<file path="config.mk">
export PLATFORM = sky130hd
export DESIGN_NAME = detector_event_time_decoder_top
export DESIGN_NICKNAME = d
export VERILOG_FILES = /design/src/hw/rtl/detd_pkg.sv /design/src/hw/rtl/detd_in_stage.sv /design/src/hw/rtl/detd_core.sv /design/src/hw/rtl/detd_out_stage.sv /design/src/hw/rtl/detector_event_time_decoder_top.sv
export SDC_FILE = /design/constraint.sdc
export NUM_CORES = 1
export LEC_CHECK = 0
export BUFFER_PORTS_ARGS = -buffer_cell sky130_fd_sc_hd__buf_2
export CORE_MARGIN = 5
export CORE_UTILIZATION = 45
export CTS_BUF_LIST = sky130_fd_sc_hd__clkbuf_4 sky130_fd_sc_hd__clkbuf_8
export DETAILED_ROUTE_END_ITERATION = 10
export MAX_ROUTING_LAYER = met4
export PLACE_DENSITY = 0.68
export SLEW_MARGIN = 20
export SYNTH_ARGS = -nofsm -noshare
export SYNTH_HDL_FRONTEND = slang
export SYNTH_HIERARCHICAL = 1
export SYNTH_SLANG_ARGS = --single-unit
</file>
<file path="constraint.sdc">
create_clock -name clk -period 12.6 [get_ports clk]
set_input_delay 2.52 -clock clk [delete_from_list [all_inputs] [get_ports clk]]
set_output_delay 2.52 -clock clk [all_outputs]
set_load 0.02 [all_outputs]
</file>
<file path="src/hw/rtl/detd_pkg.sv">
package detd_pkg;

    localparam int ROLL_WIDTH_DEF = 32;
    localparam int TIME_WIDTH     = 13;
    localparam int POS_WIDTH      = 7;
    localparam int TS_WIDTH       = 58;
    localparam int CNT_WIDTH      = 32;
    localparam int WORD_WIDTH     = 32;

    localparam logic [TIME_WIDTH-1:0] STALE_HIGH = 13'd8191;

    typedef enum logic [1:0] {
        TYPE_XY       = 2'd0,
        TYPE_MINOR    = 2'd1,
        TYPE_XY_WAIT  = 2'd2,
        TYPE_MAJOR    = 2'd3
    } detd_type_t;

    typedef struct packed {
        logic                  has_event;
        logic [POS_WIDTH-1:0]  pos_x;
        logic [POS_WIDTH-1:0]  pos_y;
        logic [TS_WIDTH-1:0]   timestamp;
        logic                  from_time_word;
        logic [CNT_WIDTH-1:0]  event_index;
        logic [CNT_WIDTH-1:0]  bad_total;
        logic [CNT_WIDTH-1:0]  removed_total;
    } detd_result_t;

endpackage

</file>
<file path="src/hw/rtl/detd_in_stage.sv">
module detd_in_stage
    import detd_pkg::*;
(
    input  logic                  clk,
    input  logic                  rst_n,
    input  logic                  in_valid,
    output logic                  in_ready,
    input  logic [WORD_WIDTH-1:0] event_word,
    input  logic                  advance,
    output logic                  fire,
    output logic [WORD_WIDTH-1:0] word
);

    logic                  valid_reg;
    logic                  valid_next;
    logic [WORD_WIDTH-1:0] word_reg;

    assign in_ready = !valid_reg || advance;
    assign fire     = valid_reg && advance;
    assign word     = word_reg;

    always_comb
    begin
        valid_next = valid_reg;
        if (in_ready)
        begin
            valid_next = in_valid;
        end
    end

    always_ff @(posedge clk or negedge rst_n)
    begin
        if (!rst_n)
        begin
            valid_reg <= 1'b0;
        end
        else
        begin
            valid_reg <= valid_next;
        end
    end

    always_ff @(posedge clk)
    begin
        if (in_valid && in_ready)
        begin
            word_reg <= event_word;
        end
    end

endmodule

</file>
<file path="src/hw/rtl/detd_core.sv">
module detd_core
    import detd_pkg::*;
#(
    parameter int ROLL_WIDTH = ROLL_WIDTH_DEF
)
(
    input  logic                  clk,
    input  logic                  rst_n,
    input  logic                  cfg_write_en,
    input  logic                  cfg_write_data,
    input  logic                  fire,
    input  logic [WORD_WIDTH-1:0] word,
    output detd_result_t          result
);

    localparam int STAMP_WIDTH = ROLL_WIDTH + 2 * TIME_WIDTH;

    logic                  remove_bad_reg;
    logic [TIME_WIDTH-1:0] time_low_reg,  time_low_next;
    logic [TIME_WIDTH-1:0] time_high_reg, time_high_next;
    logic [ROLL_WIDTH-1:0] roll_count_reg, roll_count_next;
    logic                  rollover_seen_reg, rollover_seen_next;
    logic                  awaiting_first_reg, awaiting_first_next;
    logic [POS_WIDTH-1:0]  held_x_reg, held_x_next;
    logic [POS_WIDTH-1:0]  held_y_reg, held_y_next;
    logic [CNT_WIDTH-1:0]  kept_count_reg, kept_count_next;
    logic [CNT_WIDTH-1:0]  bad_count_reg, bad_count_next;
    logic [CNT_WIDTH-1:0]  removed_count_reg, removed_count_next;

    logic [POS_WIDTH-1:0]   fx;
    logic [POS_WIDTH-1:0]   fy;
    logic [TIME_WIDTH-1:0]  ft;
    logic                   flag;
    detd_type_t             kind;
    logic [TIME_WIDTH-1:0]  stamp_high;
    logic [TIME_WIDTH-1:0]  stamp_low;
    logic [STAMP_WIDTH-1:0] stamp_wide;
    logic [TS_WIDTH-1:0]    stamp;

    assign fx   = ~word[6:0];
    assign fy   = word[14:8];
    assign ft   = word[28:16];
    assign flag = word[29];
    assign kind = detd_type_t'(word[31:30]);

    // a minor rollover word brings the high time, an xy word the low time
    assign stamp_high = (kind == TYPE_MINOR) ? ft : time_high_reg;
    assign stamp_low  = (kind == TYPE_XY) ? ft : time_low_reg;

    // roll count sits above the 26 bits of high and low time, no overlap
    assign stamp_wide = {roll_count_reg, stamp_high, stamp_low};

    generate
        if (STAMP_WIDTH >= TS_WIDTH)
        begin : g_stamp_trunc
            assign stamp = stamp_wide[TS_WIDTH-1:0];
        end
        else
        begin : g_stamp_ext
            assign stamp = {{(TS_WIDTH - STAMP_WIDTH){1'b0}}, stamp_wide};
        end
    endgenerate

    always_comb
    begin
        time_low_next       = time_low_reg;
        time_high_next      = time_high_reg;
        roll_count_next     = roll_count_reg;
        rollover_seen_next  = rollover_seen_reg;
        awaiting_first_next = awaiting_first_reg;
        held_x_next         = held_x_reg;
        held_y_next         = held_y_reg;
        kept_count_next     = kept_count_reg;
        bad_count_next      = bad_count_reg;
        removed_count_next  = removed_count_reg;
        result              = '0;

        if (remove_bad_reg && awaiting_first_reg && kind != TYPE_XY_WAIT)
        begin
            // leading words before the first xy-awaiting-time word
            bad_count_next     = bad_count_reg + 1'b1;
            removed_count_next = removed_count_reg + 1'b1;
        end
        else
        begin
            awaiting_first_next = 1'b0;
            unique case (kind)
                TYPE_XY:
                begin
                    if (remove_bad_reg && (word == '0 || flag))
                    begin
                        removed_count_next = removed_count_reg + 1'b1;
                    end
                    else
                    begin
                        time_low_next = ft;
                        if (remove_bad_reg && rollover_seen_reg &&
                            time_high_reg == STALE_HIGH)
                        begin
                            bad_count_next     = bad_count_reg + 1'b1;
                            removed_count_next = removed_count_reg + 1'b1;
                        end
                        else
                        begin
                            if (remove_bad_reg)
                            begin
                                rollover_seen_next = 1'b0;
                            end
                            result.has_event      = 1'b1;
                            result.pos_x          = fx;
                            result.pos_y          = fy;
                            result.from_time_word = 1'b0;
                            result.event_index    = kept_count_reg;
                            kept_count_next       = kept_count_reg + 1'b1;
                        end
                    end
                end
                TYPE_XY_WAIT:
                begin
                    held_x_next   = fx;
                    held_y_next   = fy;
                    time_low_next = ft;
                end
                TYPE_MINOR:
                begin
                    time_high_next        = ft;
                    result.has_event      = 1'b1;
                    result.pos_x          = held_x_reg;
                    result.pos_y          = held_y_reg;
                    result.from_time_word = 1'b1;
                    result.event_index    = kept_count_reg;
                    kept_count_next       = kept_count_reg + 1'b1;
                    if (flag)
                    begin
                        roll_count_next = '0;
                    end
                end
                TYPE_MAJOR:
                begin
                    rollover_seen_next = 1'b1;
                    // t0 mark clears the rollover count
                    if (flag)
                    begin
                        roll_count_next = '0;
                    end
                    else
                    begin
                        roll_count_next = roll_count_reg + 1'b1;
                    end
                end
                default:
                begin
                    roll_count_next = roll_count_reg;
                end
            endcase
        end

        if (result.has_event)
        begin
            result.timestamp = stamp;
        end
        result.bad_total     = bad_count_next;
        result.removed_total = removed_count_next;
    end

    always_ff @(posedge clk or negedge rst_n)
    begin
        if (!rst_n)
        begin
            remove_bad_reg <= 1'b0;
        end
        else if (cfg_write_en)
        begin
            remove_bad_reg <= cfg_write_data;
        end
    end

    always_ff @(posedge clk or negedge rst_n)
    begin
        if (!rst_n)
        begin
            time_low_reg       <= '0;
            time_high_reg      <= '0;
            roll_count_reg     <= '0;
            rollover_seen_reg  <= 1'b0;
            awaiting_first_reg <= 1'b1;
            held_x_reg         <= '0;
            held_y_reg         <= '0;
            kept_count_reg     <= '0;
            bad_count_reg      <= '0;
            removed_count_reg  <= '0;
        end
        else if (fire)
        begin
            time_low_reg       <= time_low_next;
            time_high_reg      <= time_high_next;
            roll_count_reg     <= roll_count_next;
            rollover_seen_reg  <= rollover_seen_next;
            awaiting_first_reg <= awaiting_first_next;
            held_x_reg         <= held_x_next;
            held_y_reg         <= held_y_next;
            kept_count_reg     <= kept_count_next;
            bad_count_reg      <= bad_count_next;
            removed_count_reg  <= removed_count_next;
        end
    end

endmodule

</file>
<file path="src/hw/rtl/detd_out_stage.sv">
module detd_out_stage
    import detd_pkg::*;
(
    input  logic         clk,
    input  logic         rst_n,
    input  logic         load,
    input  detd_result_t result,
    output logic         space,
    output logic         out_valid,
    input  logic         out_ready,
    output detd_result_t held
);

    logic         valid_reg;
    logic         valid_next;
    detd_result_t result_reg;

    assign space     = !valid_reg || out_ready;
    assign out_valid = valid_reg;
    assign held      = result_reg;

    always_comb
    begin
        valid_next = valid_reg;
        if (load)
        begin
            valid_next = 1'b1;
        end
        else if (out_ready)
        begin
            valid_next = 1'b0;
        end
    end

    always_ff @(posedge clk or negedge rst_n)
    begin
        if (!rst_n)
        begin
            valid_reg <= 1'b0;
        end
        else
        begin
            valid_reg <= valid_next;
        end
    end

    always_ff @(posedge clk)
    begin
        if (load)
        begin
            result_reg <= result;
        end
    end

endmodule

</file>
<file path="src/hw/rtl/detector_event_time_decoder_top.sv">
// an accepted item is registered in the input register, decoded, then registered
// in the result register; a stalled output (out_ready low) holds it in between
// throughput: one item per cycle while the output is not stalled, limited only
// by the single decode pass between the input register and the result register
// reset (rst_n, async, active low) clears all decode state and counters,
// sets the awaiting-first flag and clears remove_bad
module detector_event_time_decoder_top
    import detd_pkg::*;
#(
    parameter int ROLL_WIDTH = ROLL_WIDTH_DEF
)
(
    input  logic                  clk,
    input  logic                  rst_n,
    input  logic                  cfg_write_en,
    input  logic                  cfg_write_data,
    input  logic                  in_valid,
    output logic                  in_ready,
    input  logic [WORD_WIDTH-1:0] event_word,
    output logic                  out_valid,
    input  logic                  out_ready,
    output logic                  has_event,
    output logic [POS_WIDTH-1:0]  pos_x,
    output logic [POS_WIDTH-1:0]  pos_y,
    output logic [TS_WIDTH-1:0]   timestamp,
    output logic                  from_time_word,
    output logic [CNT_WIDTH-1:0]  event_index,
    output logic [CNT_WIDTH-1:0]  bad_total,
    output logic [CNT_WIDTH-1:0]  removed_total
);

    logic                  space;
    logic                  fire;
    logic [WORD_WIDTH-1:0] word;
    detd_result_t          result;
    detd_result_t          held;

    detd_in_stage u_in_stage (
        .clk        (clk),
        .rst_n      (rst_n),
        .in_valid   (in_valid),
        .in_ready   (in_ready),
        .event_word (event_word),
        .advance    (space),
        .fire       (fire),
        .word       (word)
    );

    detd_core #(
        .ROLL_WIDTH (ROLL_WIDTH)
    ) u_core (
        .clk            (clk),
        .rst_n          (rst_n),
        .cfg_write_en   (cfg_write_en),
        .cfg_write_data (cfg_write_data),
        .fire           (fire),
        .word           (word),
        .result         (result)
    );

    detd_out_stage u_out_stage (
        .clk       (clk),
        .rst_n     (rst_n),
        .load      (fire),
        .result    (result),
        .space     (space),
        .out_valid (out_valid),
        .out_ready (out_ready),
        .held      (held)
    );

    assign has_event      = held.has_event;
    assign pos_x          = held.pos_x;
    assign pos_y          = held.pos_y;
    assign timestamp      = held.timestamp;
    assign from_time_word = held.from_time_word;
    assign event_index    = held.event_index;
    assign bad_total      = held.bad_total;
    assign removed_total  = held.removed_total;

endmodule

</file>
Yosys cells after proc, flatten, opt, wreduce, memory -nomap -nowiden --
Cells that the tools add are included. Widths: inputs -> output; s select.
Cells by class: add/sub/neg operators 4, equality and inequality tests 9, mux-type cells 31, bitwise operators 2, reductions and logical operators 25
Operators with widths (count):
- $mux 32 | 13
- $add 32x1->32 const B | 4
- $pmux 32 s2 | 2
- $pmux 33 s2 | 1
- $mux 15 | 3
- $mux 13 | 3
- $mux 33 | 1
- $logic_not 32->1 | 1
- $pmux 15 s2 | 1
- $pmux 13 s2 | 1
- $eq 13x13->1 const B | 1
- $reduce_bool 2->1 | 5
- $ne 2x2->1 const B | 4
- $reduce_and 4->1 | 2
- $logic_and 1x1->1 | 7
- $not 7->7 | 1
- $reduce_and 6->1 | 1
- $mux 1 | 5
- $reduce_and 5->1 | 1
- $eq 2x2->1 const B | 2
- $logic_or 1x1->1 | 3
- $reduce_and 3->1 | 1
- $eq 2x1->1 const B | 1
- $logic_not 1->1 | 2
- other kinds (5) | 5
Storage, ports and cells: register bits 375, input port bits 38, word-level logic and storage cells 93

Logic depth before layout (Yosys ltp) --
depth after elaboration 6, gate-level depth with buffers 10

By module --
Netlist, hierarchy kept.
Modules (own cells, without submodules):
- detd_core | instances 1, cells an instance 1097, area each 9945.8 um2
- detd_out_stage | instances 1, cells an instance 173, area each 5152.4 um2
- detd_in_stage | instances 1, cells an instance 37, area each 1021.0 um2

Worst setup path before layout --
No wires, ideal clock.
path type input to register, from in out_ready, to reg u_core.time_low_reg[0], library setup time 0.125 ns, arrival 8.062 ns, data required time 12.475 ns, slack 4.413 ns, stages on the path 8, buffers on the path 2, cell sequence nand2b_4 and2_1 clkbuf_1 nand2_1 nor2_1 o21a_1 buf_1 mux2_2
On the way: longest elaborated chain between the ends 3
Ends and longest elaborated chain:
- start, declared | line detector_event_time_decoder_top.sv:21 | input logic out_ready,
- $logic_or 1x1->1 | line detd_out_stage.sv:18 | assign space = !valid_reg || out_ready;
- $logic_and 1x1->1 | line detd_in_stage.sv:19 | assign fire = valid_reg && advance;
- net fire | line detector_event_time_decoder_top.sv:33 | logic fire;
- $reduce_and 4->1 (no source line)
- end signal, assigned | line detd_core.sv:195 | time_low_reg <= time_low_next;
- end, declared | line detd_core.sv:19 | logic [TIME_WIDTH-1:0] time_low_reg, time_low_next;
The timed path passes the listed nets, and every way through them passes these cells. A chain may end at the register's enable or synchronous reset.

Worst setup path after layout --
from in out_ready, to out in_ready
On the way: longest elaborated chain between the ends 2
Ends and longest elaborated chain:
- $logic_or 1x1->1 | line detd_out_stage.sv:18
- net space | line detector_event_time_decoder_top.sv:32 | logic space;
- $logic_or 1x1->1 | line detd_in_stage.sv:18 | assign in_ready = !valid_reg || advance;
- end, declared | line detector_event_time_decoder_top.sv:18 | output logic in_ready,
The timed path passes the listed nets, and every way through them passes these cells.

==> results.yml <==
detailed_routing:
  route.antenna.remaining_nets: 0
  vias: 10900
  drt_iter0_markers: 708
  drt-vias-per-instance: 5.37
  drc: 0
  routed_wirelength_um: 36400
  routed_wire_length_per_instance_um: 17.9
  drt_pass_1_iters: 5
finish:
  sequential_cell_area_sq_um: 10400
  number_of_flip_flops_in_the_largest_register: 170
  final.fill_count: 3071
  finalInstanceArea_sq_um: 18900
  nNetsFinal: 1569
  drive_gt1_frac: 0.245
  antenna_cells: 0
  area_of_the_multi_input_gates_sq_um: 5470
  synthToLayoutAreaGrowth_pct: 17.3
placed_design:
  finalWeightedCongestion: 0.843
  pre_cts_ws_ns: 7.02
  port_buffers: 209
  cell_area_placed_sq_um: 17600
  detailedPlacementHpwl_um: 24100
clock_tree:
  clk_latency_ns: 0.60
  clock_pin_slew_on_the_worst_setup_and_hold_paths_ns: 0.06
  numClockSinks: 375
  tritoncts: "yes"
  cts.htree.levels: 2
  post_cts_hold_buffer_count: 0
  cts_setup_buffers: 0
  clk_root_buffer_cell: "clkbuf_8"
  cts-buffers-inserted: 60
  cts-root-to-sink-buffers: 3
  cts.repair.resized: 0
sta:
  max_freq_mhz: 179
  fin_worst_skew_ns: 0.0181
  fin_tns_setup_ns: 0
  tightestPinTransition_ns: 1.08
  rsz_0062_raised_after_global_routing: "false"
  hold_viol: 0
  final.period_utilization: 0.442
  final_period_demand_of_the_worst_path_ns: 5.57
  setup_viol: 0
  timing.max_slew.rel_slack: 0.279
  finalMaxSlewViolations: 0
  worst_slack_ns: 7.03
pwr:
  p_int_uw: 2160
  seqPwrFrac: 0.517
  power_per_standard_cell_area_nw_per_um2: 154
  vdd_drop_max_mv: 0.0931
  netSwitchingPower_uw: 742
  power_frac_clock: 0.375
  netSwitchingFraction: 0.255
  logic_gate_share_of_total_power: 0.108
  leakage_uw: 0.00806
global_route:
  grt_overflow: 0
  largest_net_degree_at_the_start_of_global_routing: 99
  total_global_route_track_usage: 0.189
  met1_usage: 0.260
  antenna_violations_before_repair: 0
  grt_first_pass_wirelength_um: 59000
  busiest_grt_layer: "met2"
  grt_util_met2: 0.292
  number_of_global_route_vias_before_repair: 11000
  global_route.usage.met3: 0.0295
yosys:
  synthesis.area_per_instance_sq_um: 12.3
  ys_seq_area_frac: 0.645
  synth_area_leaders: "edfxtp_1, dfrtp_1, xor2_1"
  syn_nets: 1349
  ys_ff_latch: 375
  mappedNetlistArea_sq_um: 16100
  library_cell_occupying_the_most_area_in_the_post_synthesis_netlist: "edfxtp_1"
  synth_enable_flop_cells: 202
  syn-instance-count: 1307
  yosys.area.top_type_share: 0.376
  postSynth.asyncResetShare: 0.461
  yosys_most_used_dff: "edfxtp_1"
  most_numerous_cell_in_the_yosys_netlist: "edfxtp_1"
  yosysUniqueCellTypes: 54
  synth_top_cells_by_count: "edfxtp_1, dfrtp_1, nor2_1"
  yosysWarnings: 6
floorplan:
  ios: 210
  floorplan.die.width_um: 199
  floorplan.core_area_sq_um: 35500
  initial_util: 0.454
  die_h_um: 199
  core.rowCount: 69
  dieArea_sq_um: 39700
setup_path:
  timing_worst_setup_path_type: "input port to primary output"
  maximum_fanout_along_the_worst_path: 3
  cpMaxStageDelayCell: "buf_2"
  worst_endpoint_data_arrival_time_ns: 3.05
  cell_type_group_with_the_largest_total_delay_on_the_critical_path: "simple AND/OR/NAND/NOR gates"
  critPathCaptureType: "primary output"
  cp_num_buf_inv: 2
  cpPeakStageDelay_ns: 0.15
  worstPathCellList: "buf_2 -> nand2b_4 -> nand2b_4 -> buf_2"
  rrSetupSlack_ns: 9.01
  worst-endpoint-required_ns: 10.08
  crit_path_start_kind: "input port"
status:
  status: "finished, final reports clean"
job:
  max-cap-violations: 0
hold_path:
  min-delay-path-class: "flip-flop to flip-flop"
[cell type report]
| cell class | count | area share |
|---|---|---|
| clock inverters | 14 | 0.00609 |
| multi-input cells | 859 | 0.289 |
| inverters | 12 | 0.00238 |
| well taps | 461 | 0.0305 |
| clock buffers | 97 | 0.0620 |
| flip-flops and latches | 375 | 0.550 |
| repair buffers | 219 | 0.0596 |
[per-stage QoR]
step | hold WS, ns | total power, uW | std cells | util
global placement | 0.462 | 1830 | 1926 | 0.496
global route | 0.494 | 3040 | 2037 | 0.533
detailed placement | 0.467 | 1840 | 1926 | 0.496
CTS | 0.475 | 2950 | 2037 | 0.532
floorplan | 0.434 | 1720 | 1307 | -
finish | 0.477 | 2910 | 2037 | 0.533
[power by group through the flow]
stage	sequential [uW]	clock (uW)	combinational, uW
4_1_cts	1500	1120	320
3_3_place_gp	1520	0	313
3_5_place_dp	1520	0	318
2_1_floorplan	1580	0	141
6_report	1500	1090	314
5_1_grt	1520	1180	345
[layout by cell type (no fill, tap or decap), types with 5 or more instances in the layout]
| cell | count |
|---|---|
| clkbuf_4 | 26 |
| a21oi_1 | 8 |
| dfrtp_1 | 172 |
| nand2_1 | 98 |
| xnor2_1 | 67 |
| nand3_1 | 78 |
| or3_1 | 5 |
| and4_1 | 8 |
| a32o_1 | 13 |
| edfxtp_1 | 202 |
| mux2_2 | 37 |
| buf_4 | 10 |
| clkinv_2 | 8 |
| o21ai_0 | 50 |
| a22o_1 | 7 |
| clkbuf_8 | 71 |
| nand4_1 | 45 |
| nor4_1 | 29 |
| nor3_1 | 69 |
| and3_1 | 23 |
| xor2_1 | 93 |
| nor2_1 | 96 |
| nand2b_1 | 7 |
| or2_2 | 5 |
| or4_1 | 5 |
| and2_1 | 68 |
| inv_1 | 12 |
| buf_2 | 208 |
| nor3b_1 | 5 |
[final timing paths]
path,from,end,depth (start not counted)
max,out_ready,in_ready,4
min,u_core/kept_count_reg[31]$_DFFE_PN0P_,u_core/kept_count_reg[31]$_DFFE_PN0P_,1
max reg2reg,u_in_stage/word[31]$_DFFE_PP_,u_out_stage/held[142]$_DFFE_PP_,8
min reg2reg,u_core/kept_count_reg[31]$_DFFE_PN0P_,u_core/kept_count_reg[31]$_DFFE_PN0P_,1
max in group asynchronous,rst_n,u_core/held_x_reg[6]$_DFFE_PN0P_,2
min in group asynchronous,rst_n,u_core/removed_count_reg[27]$_DFFE_PN0P_,1
[routing by layer]
layer / vias to the layer above / share of wire
met5: - / 0
met4: 0 / 0.024
met3: 67 / 0.054
met2: 313 / 0.47
met1: 5402 / 0.45
li1: 5162 / -
[cells by family (layout without fill, tap and decap cells)]
group	Yosys count	count (layout)	synth area share
AO/OA/AOI/OAI	98	98	0.0409
XOR/XNOR	160	160	0.0869
adder cells (fa/ha/maj)	4	4	0.00310
buffers and inverters	73	342	0.0182
flip-flops	375	375	0.645
multiplexers	37	37	0.0258
AND/OR/NAND/NOR	560	560	0.180
Note: power is estimated with default switching activity, not from simulation.
